### src/rtl/core/utf8_to_ucs2_decoder_core_assert.svh
// assertion macros for the utf8 to ucs2 decoder core
// expects signals clk and rst in the scope where a macro is used
`ifndef UTF8_TO_UCS2_DECODER_CORE_ASSERT_SVH
`define UTF8_TO_UCS2_DECODER_CORE_ASSERT_SVH

// same-cycle implication, checked outside reset
`define U8DEC_ASSERT_NOW(name, ante, cons) \
  name: assert property (@(posedge clk) disable iff (rst) (ante) |-> (cons)) \
    else $error("u8dec assertion failed");

// next-cycle implication, checked outside reset
`define U8DEC_ASSERT_NEXT(name, ante, cons) \
  name: assert property (@(posedge clk) disable iff (rst) (ante) |=> (cons)) \
    else $error("u8dec assertion failed");

`endif

### src/rtl/core/u8dec_pkg.sv
// shared types and constants for the utf8 to ucs2 decoder core
// no dependencies
package u8dec_pkg;

  typedef enum logic [1:0] {
    ST_CHAR      = 2'd0,
    ST_SUPP      = 2'd1,
    ST_MALFORMED = 2'd2,
    ST_TRUNC     = 2'd3
  } status_t;

  localparam logic [7:0] ASCII_MAX     = 8'h7F;
  localparam logic [7:0] LEAD2_MIN     = 8'hC2;
  localparam logic [7:0] LEAD2_MAX     = 8'hDF;
  localparam logic [7:0] LEAD3_MIN     = 8'hE0;
  localparam logic [7:0] LEAD3_MAX     = 8'hEF;
  localparam logic [7:0] LEAD4_MIN     = 8'hF0;
  localparam logic [7:0] LEAD4_MAX     = 8'hF4;
  localparam logic [7:0] CONT_MIN      = 8'h80;
  localparam logic [7:0] CONT_MAX      = 8'hBF;
  localparam logic [7:0] LEAD2_MASK    = 8'h1F;
  localparam logic [7:0] CONT_MASK     = 8'h3F;
  localparam logic [7:0] LEAD3_MASK    = 8'h0F;

  // decoder state carried between items
  typedef struct packed {
    logic [1:0]  pending;
    logic [15:0] partial;
    logic        four_byte;
  } dec_state_t;

  // result of one decode step
  typedef struct packed {
    logic        valid;
    logic [15:0] code_unit;
    status_t     status;
  } dec_result_t;

endpackage

### src/rtl/core/u8dec_step.sv
// one decode step: next state and optional result for one byte
// depends on u8dec_pkg
module u8dec_step
  import u8dec_pkg::*;
(
  input  dec_state_t  cur,
  input  logic [7:0]  data_byte,
  input  logic        end_of_buffer,
  output dec_state_t  nxt,
  output dec_result_t res
);

  localparam dec_state_t IDLE_STATE = '{pending: 2'd0, partial: 16'd0, four_byte: 1'b0};

  logic        is_cont;
  logic [1:0]  pend_dec;
  logic [15:0] shifted;

  assign is_cont  = (data_byte >= CONT_MIN) && (data_byte <= CONT_MAX);
  assign pend_dec = cur.pending - 2'd1;
  assign shifted  = {cur.partial[9:0], data_byte[5:0] & CONT_MASK[5:0]};

  always_comb begin
    nxt           = cur;
    res.valid     = 1'b0;
    res.code_unit = 16'd0;
    res.status    = ST_CHAR;
    if (cur.pending == 2'd0) begin
      unique case (data_byte) inside
        [8'h00:ASCII_MAX]: begin
          res.valid     = 1'b1;
          res.code_unit = {8'd0, data_byte};
        end
        [LEAD2_MIN:LEAD2_MAX]: begin
          nxt = '{pending: 2'd1, partial: {8'd0, data_byte & LEAD2_MASK}, four_byte: 1'b0};
        end
        [LEAD3_MIN:LEAD3_MAX]: begin
          nxt = '{pending: 2'd2, partial: {8'd0, data_byte & LEAD3_MASK}, four_byte: 1'b0};
        end
        [LEAD4_MIN:LEAD4_MAX]: begin
          nxt = '{pending: 2'd3, partial: 16'd0, four_byte: 1'b1};
        end
        default: begin
          res.valid  = 1'b1;
          res.status = ST_MALFORMED;
        end
      endcase
    end else if (!is_cont) begin
      nxt        = IDLE_STATE;
      res.valid  = 1'b1;
      res.status = ST_MALFORMED;
    end else if (pend_dec == 2'd0) begin
      // sequence complete
      nxt       = IDLE_STATE;
      res.valid = 1'b1;
      if (cur.four_byte) begin
        res.status = ST_SUPP;
      end else begin
        res.code_unit = shifted;
      end
    end else begin
      nxt.pending = pend_dec;
      if (!cur.four_byte) begin
        nxt.partial = shifted;
      end
    end

    // sequence still open at the last byte of the buffer
    if (end_of_buffer && !res.valid && nxt.pending != 2'd0) begin
      nxt        = IDLE_STATE;
      res.valid  = 1'b1;
      res.status = ST_TRUNC;
    end
  end

endmodule

### src/rtl/core/utf8_to_ucs2_decoder_core.sv
// channel   dir  tdata             tuser    tlast
// s_axis    in   data_byte[7:0]    -        end_of_buffer
// m_axis    out  code_unit[15:0]   status   -
//
// one byte per cycle sustained while m_axis is not stalled; a taken byte sits in the input register
// and is decoded into the result register, from which its item is offered on m_axis
// reset clears the decoder state and both valid flags; no result is pending
// a stalled m_axis holds the result register and, behind it, the input register
// zero or one item per byte: only completing, rejecting or truncating bytes emit
// depends on u8dec_pkg, u8dec_step and utf8_to_ucs2_decoder_core_assert.svh
module utf8_to_ucs2_decoder_core
  import u8dec_pkg::*;
(
  input  logic        clk,
  input  logic        rst,
  input  logic        s_axis_tvalid,
  output logic        s_axis_tready,
  input  logic [7:0]  s_axis_tdata,   // [7:0] data_byte
  input  logic        s_axis_tlast,
  output logic        m_axis_tvalid,
  input  logic        m_axis_tready,
  output logic [15:0] m_axis_tdata,   // [15:0] code_unit
  output logic [1:0]  m_axis_tuser    // [1:0] status
);

  logic        in_valid;
  logic [7:0]  in_byte;
  logic        in_last;
  dec_state_t  state;
  dec_state_t  state_next;
  dec_result_t step_res;
  logic        out_valid;
  logic [15:0] out_code;
  status_t     out_status;
  logic        out_free;
  logic        advance;

  assign out_free      = !out_valid || m_axis_tready;
  assign advance       = in_valid && out_free;
  assign s_axis_tready = !in_valid || out_free;

  u8dec_step u_step (
    .cur           (state),
    .data_byte     (in_byte),
    .end_of_buffer (in_last),
    .nxt           (state_next),
    .res           (step_res)
  );

  always_ff @(posedge clk) begin
    if (rst) begin
      in_valid <= 1'b0;
    end else if (s_axis_tready) begin
      in_valid <= s_axis_tvalid;
    end
  end

  always_ff @(posedge clk) begin
    if (s_axis_tready && s_axis_tvalid) begin
      in_byte <= s_axis_tdata;
      in_last <= s_axis_tlast;
    end
  end

  always_ff @(posedge clk) begin
    if (rst) begin
      state <= '{pending: 2'd0, partial: 16'd0, four_byte: 1'b0};
    end else if (advance) begin
      state <= state_next;
    end
  end

  always_ff @(posedge clk) begin
    if (rst) begin
      out_valid <= 1'b0;
    end else if (out_free) begin
      out_valid <= advance && step_res.valid;
    end
  end

  always_ff @(posedge clk) begin
    if (advance && step_res.valid) begin
      out_code   <= step_res.code_unit;
      out_status <= step_res.status;
    end
  end

  assign m_axis_tvalid = out_valid;
  assign m_axis_tdata  = out_code;
  assign m_axis_tuser  = out_status;

`include "utf8_to_ucs2_decoder_core_assert.svh"

  `U8DEC_ASSERT_NOW(a_code_zero_unless_char, out_valid && out_status != ST_CHAR, out_code == 16'd0)
  `U8DEC_ASSERT_NOW(a_four_byte_no_value, state.four_byte, state.partial == 16'd0 && state.pending != 2'd0)
  `U8DEC_ASSERT_NEXT(a_idle_after_last, advance && in_last, state.pending == 2'd0)
  `U8DEC_ASSERT_NEXT(a_stall_keeps_input, in_valid && !out_free, in_valid && $stable(in_byte))

endmodule
### config.mk
export PLATFORM = sky130hd
export DESIGN_NAME = utf8_to_ucs2_decoder_core
export DESIGN_NICKNAME = d
export VERILOG_FILES = /design/src/rtl/core/u8dec_pkg.sv /design/src/rtl/core/u8dec_step.sv /design/src/rtl/core/utf8_to_ucs2_decoder_core.sv
export VERILOG_INCLUDE_DIRS = /design/src /design/src/rtl/core
export SDC_FILE = /design/constraint.sdc
export NUM_CORES = 1
export LEC_CHECK = 0
export BUFFER_PORTS_ARGS = -buffer_cell sky130_fd_sc_hd__buf_2
export CORE_MARGIN = 4
export CORE_UTILIZATION = 50
export CTS_CLUSTER_DIAMETER = 120
export DETAILED_ROUTE_END_ITERATION = 10
export PLACE_DENSITY = 0.69
export SYNTH_ARGS = -nofsm -noshare
export SYNTH_HDL_FRONTEND = slang
export SYNTH_SLANG_ARGS = --single-unit
### constraint.sdc
create_clock -name clk -period 3.6 [get_ports clk]
set_input_delay 0.18 -clock clk [delete_from_list [all_inputs] [get_ports clk]]
set_output_delay 0.18 -clock clk [all_outputs]
set_load 0.02 [all_outputs]
# Word level (Yosys, flattened, before mapping)

Cells that the tools add are included.

Output and inout port bits: 20
Word-level logic and storage cells: 63
Input port bits: 13
Register bits: 42

Muxes and demuxes: 18
$lt $le $gt $ge: 10
Reductions and logical operators: 22
Add/subtract/negate cells: 1
Equality and inequality tests: 3

Operators by type and width:

| kind                  | number |
|---|---|
| $mux W19              | 5 |
| $pmux W19 S3          | 1 |
| $mux W16              | 3 |
| $ge A8 B8 Y1 const B  | 4 |
| $le A8 B8 Y1 const B  | 4 |
| $mux W18              | 1 |
| $logic_and A1 B1 Y1   | 10 |
| $ne A5 B5 Y1 const B  | 2 |
| $ge A8 B1 Y1 const B  | 1 |
| $le A8 B7 Y1 const B  | 1 |
| $mux W8               | 1 |
| $reduce_and A3 Y1     | 2 |
| $mux W1               | 5 |
| $logic_not A2 Y1      | 2 |
| $mux W2               | 2 |
| $ne A4 B4 Y1 const B  | 1 |
| $reduce_or A4 Y1      | 1 |
| $logic_not A1 Y1      | 3 |
| $reduce_or A3 Y1      | 1 |
| $logic_or A1 B1 Y1    | 2 |
| $reduce_bool A2 Y1    | 1 |
| $sub A2 B1 Y2 const B | 1 |

# Logic depth before layout (Yosys ltp)

Gate-level depths: netlist of the first run.

Depth in word-level cells: 10
Gate-level depth with buffers: 8

# By module

A second synthesis of the first run with hierarchy kept.

Cell total of the unflattened synthesis: 244
Area total of the unflattened synthesis: 2570.0 um^2

Modules (own cells, without submodules):

| module                    | cells each | times used | area each (um^2) | sequential area each (um^2) |
|---|---|---|---|---|
| utf8_to_ucs2_decoder_core | 121        | 1          | 1757.9           | 1231.2 |
| u8dec_step                | 123        | 1          | 812.0            | 0.0 |

# Least setup slack after synthesis of the first run

No wires, ideal clock.

Path type: register to register
Start: register state[17] in the netlist's numbering
End: register out_code[0] (netlist: m_axis_tdata[0]) (enable)
Arrival: 2.506 ns
Buffers on the path: 0
Path slack: 0.695 ns
Setup time: 0.399 ns
Stages on the path, launching flop included: 7
Path through: dfxtp_1 > inv_1 > ha_1 > or4b_4 > o22ai_4 > o41ai_2 > a21oi_1

Word-level cells in the longest chain between the ends: 10

RTL lines:

| element                           | RTL line                        | RTL |
|---|---|---|
| from (decl)                       | utf8_to_ucs2_decoder_core.sv:29 | `dec_state_t state;` |
| from (signal assigned)            | utf8_to_ucs2_decoder_core.sv:67 | `state <= '{pending: 2'd0, partial: 16'd0, four_byte: 1'b0};` |
| from (signal assigned)            | utf8_to_ucs2_decoder_core.sv:69 | `state <= state_next;` |
| $sub A2 B1 Y2                     | u8dec_step.sv:20                | `assign pend_dec = cur.pending - 2'd1;` |
| $logic_not A2 Y1                  | u8dec_step.sv:52                | `end else if (pend_dec == 2'd0) begin` |
| $mux W19                          | u8dec_step.sv:52                |  |
| $mux W1                           | u8dec_step.sv:48                | `end else if (!is_cont) begin` |
| $mux W19                          | u8dec_step.sv:28                | `if (cur.pending == 2'd0) begin` |
| $logic_not A1 Y1                  | u8dec_step.sv:69                | `if (end_of_buffer && !res.valid && nxt.pending != 2'd0) begin` |
| $logic_and A1 B1 Y1 (2 in series) | u8dec_step.sv:69                |  |
| $mux W1 (*)                       | u8dec_step.sv:69                |  |
| $logic_and A1 B1 Y1 (*)           | utf8_to_ucs2_decoder_core.sv:82 | `if (advance && step_res.valid) begin` |
| to (signal assigned)              | utf8_to_ucs2_decoder_core.sv:83 | `out_code <= step_res.code_unit;` |
| to (decl)                         | utf8_to_ucs2_decoder_core.sv:33 | `logic [15:0] out_code;` |

Mark *: on every way between the ends. The rest lies on a longest branch, timed or not. The select of a mux whose other input is x is not followed.
A chain may end at the register's enable or synchronous reset.

# Worst setup path in the final report of the first run

Start: register state[17] in the netlist's numbering
End: register out_code[6] (netlist: m_axis_tdata[6]) (enable)

The elaborated chain is that of the path after synthesis.

==> out/results.txt, run 1 <==
Outcome - completed
Dpl ws - 1040 ps
Sequential share of the synthesized area - 57.4%
Min Tclk post-route - 2600 ps
DR iter-0 viols - 95
WL final - 3.99 mm
Die footprint - 0.00493 mm²
Pwr Density - 421 mW/mm²
WL/cell - 15.9 µm
Synth unique cells - 48
Worst slew margin - 44.9%
Boundary pin count - 33
Fraction of registers with async set or reset after synthesis - 0%
Synth area leaders - edfxtp_1 (42%), dfxtp_1 (16%), inv_1 (4.1%)
Max-capacitance violation count - 0
Clk buf depth - 2
CTS buffer count - 5
Initial antenna violation count - 0
Ant. Diodes - 0
Final setup fails - 0
Most common cell in the netlist - edfxtp_1
Top FF cell, synth - edfxtp_1
H-Tree Depth - 2
Post-CTS Hold Buffers - 0
Gate power share - 10.0%
Fin. max-slew vios - 0
DP HPWL - 3.02 mm
Via/cell ratio - 5.63
# resized after CTS - 0
Setup Skew - 8.54 ps
Worst Hold Launch - s_axis_tdata[3]
Maximum VDD drop - 0.305 mV
Count of final hold-check violations - 0
Top cells by count, synth - edfxtp_1 (27), inv_1 (21), dfxtp_1 (15)
Worst R2R Setup Slack - 1000 ps
Hold slack - 53.9 ps
FMAX - 385 MHz
Rows - 22
Root cell of the clock tree - clkbuf_8
Final period util - 72.2%
Insertion delay to the later sink of the worst-skew pair - 290 ps
Starting Density - 52.4%
CP Class - flip-flop to flip-flop
Reg2reg path depth - 7
Share of cells above drive strength 1 - 27.6%
Arr. time, crit path - 2580 ps
Core ar. - 0.00369 mm²
Reg-to-reg endpoint - m_axis_tdata[6]
DRC errors left - 0
Post-synth EDFFs - 27
Crit path max fanout - 18
Synth area leader - edfxtp_1
Die span in y - 70.2 µm
CTS sink cnt - 42
Routed Antenna Nets - 0
R2r startpoint - state[17]
Port Buffers - 32
Chip width - 70.2 µm
Hold path cells - 1
CTS tree - yes
Vias in the first global route - 1367
RSZ-0062 raised after global routing - false
FF+latch count, synth - 42
Layout fillers - 340
Vias - 1413
Worst slew pin tran - 806 ps
Pint - 0.704 mW
Leakage - 0.831 nW
Synth-to-Final Area Change - 14.5%
Register area - 0.00111 mm²
Largest net degree at the start of global routing - 19
Tot GR Track Use - 17.1%
Average size of a mapped cell - 11.7 µm²
First-pass GRT wire length - 6.57 mm
Nets@finish - 217
Post-Syn Nets - 181
Multi-input gate area - 711 µm²
Switching share of power - 24.4%
Clock network power share - 31.2%
Synth warn - 0
Min-Delay Path Class - input port to flip-flop
Synth top area share - 41.9%
Hold path endpoint - in_byte[3]
Setup ws final - 999 ps
CP Launch Type - flip-flop
Fin Setup TNS - 0 ps
Setup Fix Bufs, Post-CTS - 0
RePlAce Congestion - 0.883
GRT overflow - 0
Synthesized area - 0.00193 mm²
Mapped Cells - 166
Req. time, crit path - 3580 ps
Register share of total power - 58.8%
Switching Power - 0.228 mW
Worst Setup End Kind - flip-flop
TritonRoute pass-1 iters - 4
Clock transition at path regs - 80 ps
-- routing by layer --
metal | part of all wire (%) | vias up | GRT usage, %
met4 | 1.2 | 0 | 8.09
met2 | 51 | 40 | 29.0
li1 | - | 691 | -
met5 | 0 | - | 0
met3 | 4.5 | 5 | 3.60
met1 | 44 | 677 | 20.7
-- worst max-delay path: stages, from the launching register on --
cell	delay (ps)
dfxtp_1	360
inv_1	90
ha_1	450
nand3_1	250
nor4b_4	510
o41ai_2	180
a21oi_1	160
buf_4	280
-- sequential cells by signal, indices dropped and copies added, names as in the netlist --
signal,flops
m_axis_tdata,16
m_axis_tvalid,1
in_byte,8
in_last,1
state,13
m_axis_tuser,2
in_valid,1
-- layout by cell type, fill, tap and decap left out, types with 5 or more instances in the layout --
cell type and instances:
a21oi_1 5, and2_1 7, buf_2 32, clkbuf_8 5
dfxtp_1 15, edfxtp_1 27, inv_1 21, nand2_1 11
nor2_1 7, nor3_1 11, o22ai_1 9
-- cells by family (layout without fill, tap and decap cells) --
group / count (synthesis) / in the layout / synth area share, %
DFF: 42 / 42 / 57.4
buffers and inverters: 25 / 62 / 5.82
adders and majority gates: 2 / 2 / 1.29
AOI/OAI and AO/OA: 42 / 42 / 17.9
and+or+nand+nor: 55 / 55 / 17.6
-- stage by stage --
step                      utilization, %  total power [mW]  cell area (µm²)  std cells
after floorplan                        -             0.621             1930        166
after CTS                           60.0             0.938             2210        251
after global placement              57.7             0.651             2130        243
after global routing                60.0             0.975             2210        251
after detailed placement            57.7             0.652             2130        243
final                               60.0             0.932             2210        251
-- power by group through the flow --
stage	logic, mW	registers (mW)	clock network, mW
after floorplan	0.0532	0.568	0
after global placement	0.0922	0.559	0
after detailed placement	0.0931	0.559	0
after CTS	0.0933	0.548	0.297
after global routing	0.101	0.551	0.324
final	0.0930	0.548	0.291
-- worst max path at each step --
stage | to | slack, ps | cells past startpoint | startpoint
2_1_floorplan | m_axis_tdata[0] | 690 | 6 | state[17]
3_3_place_gp | m_axis_tdata[0] | 1110 | 7 | state[17]
3_5_place_dp | m_axis_tdata[8] | 1040 | 7 | state[17]
4_1_cts | m_axis_tdata[6] | 1010 | 7 | state[17]
5_1_grt | m_axis_tdata[6] | 810 | 7 | state[17]
6_report | m_axis_tdata[6] | 1000 | 7 | state[17]
-- cell type report --
cell class | count | share of cell area (%)
clock buffers | 6 | 3.28
clock inverters | 2 | 0.621
inverters | 21 | 3.56
multi-input cells | 99 | 32.1
flip-flops and latches | 42 | 50.2
well taps | 48 | 2.71
repair buffers | 33 | 7.57
Power figures use the tool's default switching activity.
==> run 2, diff against run 1 <==
clock period = 2.4 ns   (was 3.6 ns; I/O delays follow)
==> run 2 against run 1 <==
Compared with the run above:
- combinational power is 98% higher
- register-to-register slack lost 910 ps
- sequential cell count is the same
- final area grew 13%
- largest power group unchanged
- global-route usage increased by 2.1 points
- count of clock-buffer cells in the layout decreased by 1
- die area unchanged
- critical path type unchanged
- highest routed layer unchanged
- clock skew decreased by 1.7 ps
- via count grew 7.7%
- fmax is 13% higher
==> out/results.txt, run 2 (same netlist as run 1, synthesis figures left out) <==
Die footprint - 0.00493 mm² (unchanged)
DR iter-0 viols - 150 (was 95)
Min-Delay Path Class - input port to flip-flop (unchanged)
Final setup fails - 0 (unchanged)
Met3 usage - 4.46% (was 3.60%)
Starting Density - 52.4% (unchanged)
Initial antenna violation count - 0 (unchanged)
Leakage - 0.984 nW (was 0.831 nW)
Layout fillers - 283 (was 340)
Register area - 0.00111 mm² (about the same)
Dpl ws - 120 ps (was 1040 ps)
Fin. max-slew vios - 0 (unchanged)
Max-capacitance violation count - 0 (unchanged)
Ant. Diodes - 0 (unchanged)
Synth-to-Final Area Change - 29.4% (was 14.5%)
Final period util - 96.2% (was 72.2%)
Worst Setup End Kind - flip-flop (unchanged)
Max reg flops - 16 (unchanged)
DP HPWL - 3.34 mm (was 3.02 mm)
Maximum VDD drop - 0.354 mV (was 0.305 mV)
Count of final hold-check violations - 0 (unchanged)
CTS buffer count - 5 (unchanged)
Outcome - completed (unchanged)
Share of cells above drive strength 1 - 34.8% (was 27.6%)
Commonest non-fill, non-tap cell in the layout - buf_2 (unchanged)
Pwr Density - 586 mW/mm² (was 421 mW/mm²)
First-pass GRT wire length - 7.53 mm (was 6.57 mm)
Worst slew margin - 62.1% (was 44.9%)
Clk buf depth - 2 (unchanged)
Root cell of the clock tree - clkbuf_8 (unchanged)
Cell Chain, Critical Path - buf_4 -> ha_1 -> or4b_4 -> o22ai_4 -> o41ai_4 -> a21oi_4 -> buf_6 (was inv_1 -> ha_1 -> nand3_1 -> nor4b_4 -> o41ai_2 -> a21oi_1 -> buf_4)
WL final - 4.38 mm (was 3.99 mm)
TritonRoute pass-1 iters - 4 (unchanged)
RePlAce Congestion - 0.868 (was 0.883)
Core ar. - 0.00369 mm² (unchanged)
Tot GR Track Use - 19.3% (was 17.1%)
Arr. time, crit path - 2320 ps (was 2580 ps)
Port Buffers - 32 (unchanged)
Multi-input gate area - 736 µm² (was 711 µm²)
Most frequent cells in the layout - buf_2 (32), edfxtp_1 (27), inv_1 (21), buf_4 (20), dfxtp_1 (14) (was buf_2 (32), edfxtp_1 (27), inv_1 (21), dfxtp_1 (15))
Slowest stage delay, CP - 560 ps (was 510 ps)
Chip width - 70.2 µm (unchanged)
CTS sink cnt - 42 (unchanged)
Clock transition at path regs - 80 ps (about the same)
GRT overflow - 0 (unchanged)
Vias - 1522 (was 1413)
Largest net degree at the start of global routing - 16 (was 19)
Req. time, crit path - 2410 ps (was 3580 ps)
WL/cell - 15.6 µm (was 15.9 µm)
Min Tclk post-route - 2310 ps (was 2600 ps)
Vias in the first global route - 1539 (was 1367)
CTS tree - yes (unchanged)
CP max stage cell - or4b_4 (was nor4b_4)
Grt met2 use - 32.3% (was 29.0%)
CP Launch Type - flip-flop (unchanged)
Total power - 1.47 mW (was 0.932 mW)
Die span in y - 70.2 µm (unchanged)
CP Class - flip-flop to flip-flop (unchanged)
Worst R2R Setup Slack - 90 ps (was 1000 ps)
Boundary pin count - 33 (unchanged)
H-Tree Depth - 2 (unchanged)
Rows - 22 (unchanged)
GRT busiest layer - met2 (unchanged)
Setup Skew - 6.82 ps (was 8.54 ps)
Via/cell ratio - 5.42 (was 5.63)
Insertion delay to the later sink of the worst-skew pair - 300 ps (was 290 ps)
Routed Antenna Nets - 0 (unchanged)
Crit path max fanout - 8 (was 18)
Nets@finish - 247 (was 217)
Setup ws final - 91.0 ps (was 999 ps)
DRC errors left - 0 (unchanged)
Worst slew pin tran - 555 ps (was 806 ps)
FMAX - 433 MHz (was 385 MHz)
M1 GR Usage - 25.0% (was 20.7%)
-- run 2: per-stage QoR --
stage	std cells	hold slack [ps]	utilization [%]	instance area [µm²]	TNS (ps)
after floorplan	166	189	-	1950	0
after global placement	263	298	62.1	2290	0
after detailed placement	263	298	62.1	2290	0
after CTS	280	47.5	67.0	2470	0
after global routing	281	69.8	67.8	2500	-33.9
final	281	50.5	67.8	2500	0
-- run 2: cell type report --
cell class                      instances  share of cell area (%)
Tap cell                               48                    2.40
Timing Repair Buffer                   63                    16.9
Multi-Input combinational cell         99                    29.4
Sequential cell                        42                    44.5
Clock buffer                            5                    2.75
Clock inverter                          3                   0.950
Inverter                               21                    3.15
-- run 2: layer usage --
| layer | vias up | wire length [µm] |
|---|---|---|
| met4 | 0 | 44 |
| met3 | 5 | 220 |
| li1 | 750 | - |
| met5 | - | 0 |
| met1 | 724 | 1880 |
| met2 | 43 | 2240 |
-- run 2: critical path, delay by kind of cell (launching register included) --
kind / cells / cell delay, ps
buf+inv: 2 / 310
simple gates: 1 / 560
fa+ha+maj: 1 / 210
compound gates: 3 / 630
flops: 1 / 310
-- run 2: final timing paths --
| path | to | depth (start not counted) | startpoint |
|---|---|---|---|
| min | in_valid | 3 | s_axis_tvalid |
| max reg2reg | m_axis_tdata[9] | 7 | state[17] |
| max | m_axis_tdata[9] | 7 | state[17] |
| min reg2reg | state[18] | 2 | state[18] |
-- run 2: where the power goes --
part           switching [mW]  total [mW]  internal, mW
clock network           0.254       0.464         0.211
registers              0.0183       0.817         0.799
logic                   0.103       0.184        0.0811
-- run 2: what timing repair did --
item / 4_1_cts / 5_1_grt
hold buffers: 9 / 0
endpoints found under the setup margin: 0 / 8
hold endpoints to repair: 9 / 0
setup buffers: 0 / 1
resized for setup: 0 / 5
==> run 3, diff against run 2 <==
PLACE_DENSITY = default   (was 0.69)
PLACE_DENSITY_LB_ADDON = 0.12   (was default)
==> run 3 against run 2 <==
Compared with the run above:
- sequential share of layout area is 0.36 points lower
- die area stayed put
- clock power is 5.2% lower
- critical path depth is 1 higher
- highest routed layer unchanged
- combinational power is 3% higher
- non-clock buffer count is 3 higher
- final area is 0.70% higher
- critical endpoint is now state[5]
- clock skew is 2.2 ps lower
==> out/results.txt, run 3 (same netlist as run 1, synthesis figures left out) <==
Maximum VDD drop - 0.373 mV (was 0.354 mV)
Pint - 1.09 mW (about the same)
Multi-input gate area - 733 µm² (was 736 µm²)
Vias in the first global route - 1601 (was 1539)
Max reg flops - 16 (unchanged)
TritonRoute pass-1 iters - 4 (unchanged)
Setup Skew - 4.61 ps (was 6.82 ps)
First-pass GRT wire length - 7.69 mm (was 7.53 mm)
Setup ws final - 75.1 ps (was 91.0 ps)
Tot GR Track Use - 20.0% (was 19.3%)
Fin Setup TNS - 0 ps (unchanged)
Nets@finish - 250 (was 247)
Arr. time, crit path - 2550 ps (was 2320 ps)
Vias - 1568 (was 1522)
Gate power share - 13.0% (was 12.5%)
Switching Power - 0.359 mW (was 0.375 mW)
Post-Place Cells - 265 (was 263)
CP Launch Type - flip-flop (unchanged)
Worst slew pin tran - 422 ps (was 555 ps)
Min-Delay Path Class - input port to flip-flop (unchanged)
Core ar. - 0.00369 mm² (unchanged)
DP HPWL - 3.52 mm (was 3.34 mm)
Placed inst area - 0.00230 mm² (was 0.00229 mm²)
Leakage - 0.995 nW (was 0.984 nW)
Chip width - 70.2 µm (unchanged)
Reg-to-reg endpoint - state[5] (was m_axis_tdata[9])
CP Class - flip-flop to flip-flop (unchanged)
Final setup fails - 0 (unchanged)
Pwr Density - 574 mW/mm² (was 586 mW/mm²)
Worst Setup End Kind - flip-flop (unchanged)
Most frequent cells in the layout - buf_2 (32), edfxtp_1 (27), buf_4 (24), inv_1 (21), dfxtp_1 (15) (was buf_2 (32), edfxtp_1 (27), inv_1 (21), buf_4 (20), dfxtp_1 (14))
DR iter-0 viols - 128 (was 150)
Clock transition at path regs - 80 ps (about the same)
Share of cells above drive strength 1 - 34.3% (was 34.8%)
FMAX - 430 MHz (was 433 MHz)
Non-filler instance count after layout - 284 (was 281)
Synth-to-Final Area Change - 30.3% (was 29.4%)
Total power - 1.45 mW (was 1.47 mW)
H-Tree Depth - 2 (unchanged)
RSZ-0062 raised after global routing - false
Port Buffers - 32 (unchanged)
Largest net degree at the start of global routing - 19 (was 16)
Fin. max-slew vios - 0 (unchanged)
CTS sink cnt - 42 (unchanged)
Initial antenna violation count - 0 (unchanged)
Design area - 0.00252 mm² (was 0.00250 mm²)
Req. time, crit path - 2620 ps (was 2410 ps)
Register share of total power - 56.6% (was 55.8%)
Clk buf depth - 2 (unchanged)
R2r startpoint - state[17] (unchanged)
Die span in y - 70.2 µm (unchanged)
Outcome - completed (unchanged)
Setup crit end - state[5] (was m_axis_tdata[9])
DRC errors left - 0 (unchanged)
Count of final hold-check violations - 0 (unchanged)
Commonest non-fill, non-tap cell in the layout - buf_2 (unchanged)
Insertion delay to the later sink of the worst-skew pair - 290 ps (was 300 ps)
Worst R2R Setup Slack - 80 ps (was 90 ps)
Final period util - 96.9% (was 96.2%)
CTS buffer count - 5 (unchanged)
Starting Density - 52.4% (unchanged)
Via/cell ratio - 5.52 (was 5.42)
RePlAce Congestion - 0.870 (was 0.868)
Clock network power share - 30.4% (was 31.7%)
Switching share of power - 24.8% (was 25.6%)
Boundary pin count - 33 (unchanged)
Min Tclk post-route - 2320 ps (was 2310 ps)
WL final - 4.53 mm (was 4.38 mm)
Layout fillers - 301 (was 283)
CTS tree - yes (unchanged)
Crit path max fanout - 4 (was 8)
Die footprint - 0.00493 mm² (unchanged)
Start point of the critical path - state[17] (unchanged)
Worst slew margin - 71.1% (was 62.1%)
Register area - 0.00111 mm² (about the same)
GRT overflow - 0 (unchanged)
Ant. Diodes - 0 (unchanged)
Reg2reg path depth - 8 (was 7)
Root cell of the clock tree - clkbuf_8 (unchanged)
Rows - 22 (unchanged)
Dpl ws - -77.8 ps (was 120 ps)
Max-capacitance violation count - 0 (unchanged)
WL/cell - 15.9 µm (was 15.6 µm)
Routed Antenna Nets - 0 (unchanged)
-- run 3: changes by cell type in the layout (fill, tap and decap cells not counted), sizes merged --
cell	previous run	this run
buf	54	57
clkbuf	5	6
clkinv	1	2
inv	23	21
-- run 3: critical path: stages (launching register included) --
cell and delay [ps]:
dfxtp_1 400, inv_1 80, ha_1 250, or4b_4 520
o22ai_4 200, buf_4 160, o21ai_2 80, a2111o_1 420
o211ai_2 140
-- run 3: how the worst min path moves through the flow --
stage	startpoint	endpoint	slack, ps	cells after the start
after floorplan	rst	state[0]	190	1
after global placement	s_axis_tdata[5]	in_byte[5]	300	1
after detailed placement	s_axis_tdata[1]	in_byte[1]	300	1
after CTS	s_axis_tvalid	in_valid	60	3
after global routing	s_axis_tvalid	in_valid	70	3
final	s_axis_tvalid	in_valid	60	3
-- run 3: area by class of cell --
class	instances	share of cell area (%)
Clock buffer	6	2.88
Multi-Input combinational cell	99	29.1
Sequential cell	42	44.1
Clock inverter	2	0.546
Inverter	21	3.13
Tap cell	48	2.38
Timing Repair Buffer	66	17.9
-- run 3: routing by layer --
layer  vias to the layer above  track usage, %  routed length, µm
met4                         0            7.87                 70
met2                        45            36.1               2420
met3                         9            4.17                203
met1                       758            22.8               1830
met5                         -               0                  0
li1                        756               -                  -
-- run 3: through the flow --
stage	hold WS [ps]	util, %
after CTS	56.1	67.8
after floorplan	189	-
after global placement	298	62.5
after detailed placement	298	62.5
after global routing	69.6	68.3
final	62.2	68.3
-- run 3: what timing repair did --
action | CTS | global route
gates cloned | 0 | 0
endpoints found under the setup margin | 18 | 6
hold buffers | 9 | 0
buffers inserted | 1 | 1
gates resized for setup | 0 | 1
endpoints found under the hold margin | 9 | 0
pin swaps | 1 | 2
-- run 3: power by group through the flow --
| stage | registers (mW) | clock network, mW | logic, mW |
|---|---|---|---|
| after global routing | 0.822 | 0.482 | 0.204 |
| after global placement | 0.833 | 0 | 0.165 |
| after floorplan | 0.851 | 0 | 0.0829 |
| after detailed placement | 0.835 | 0 | 0.167 |
| final | 0.818 | 0.440 | 0.189 |
| after CTS | 0.818 | 0.447 | 0.184 |
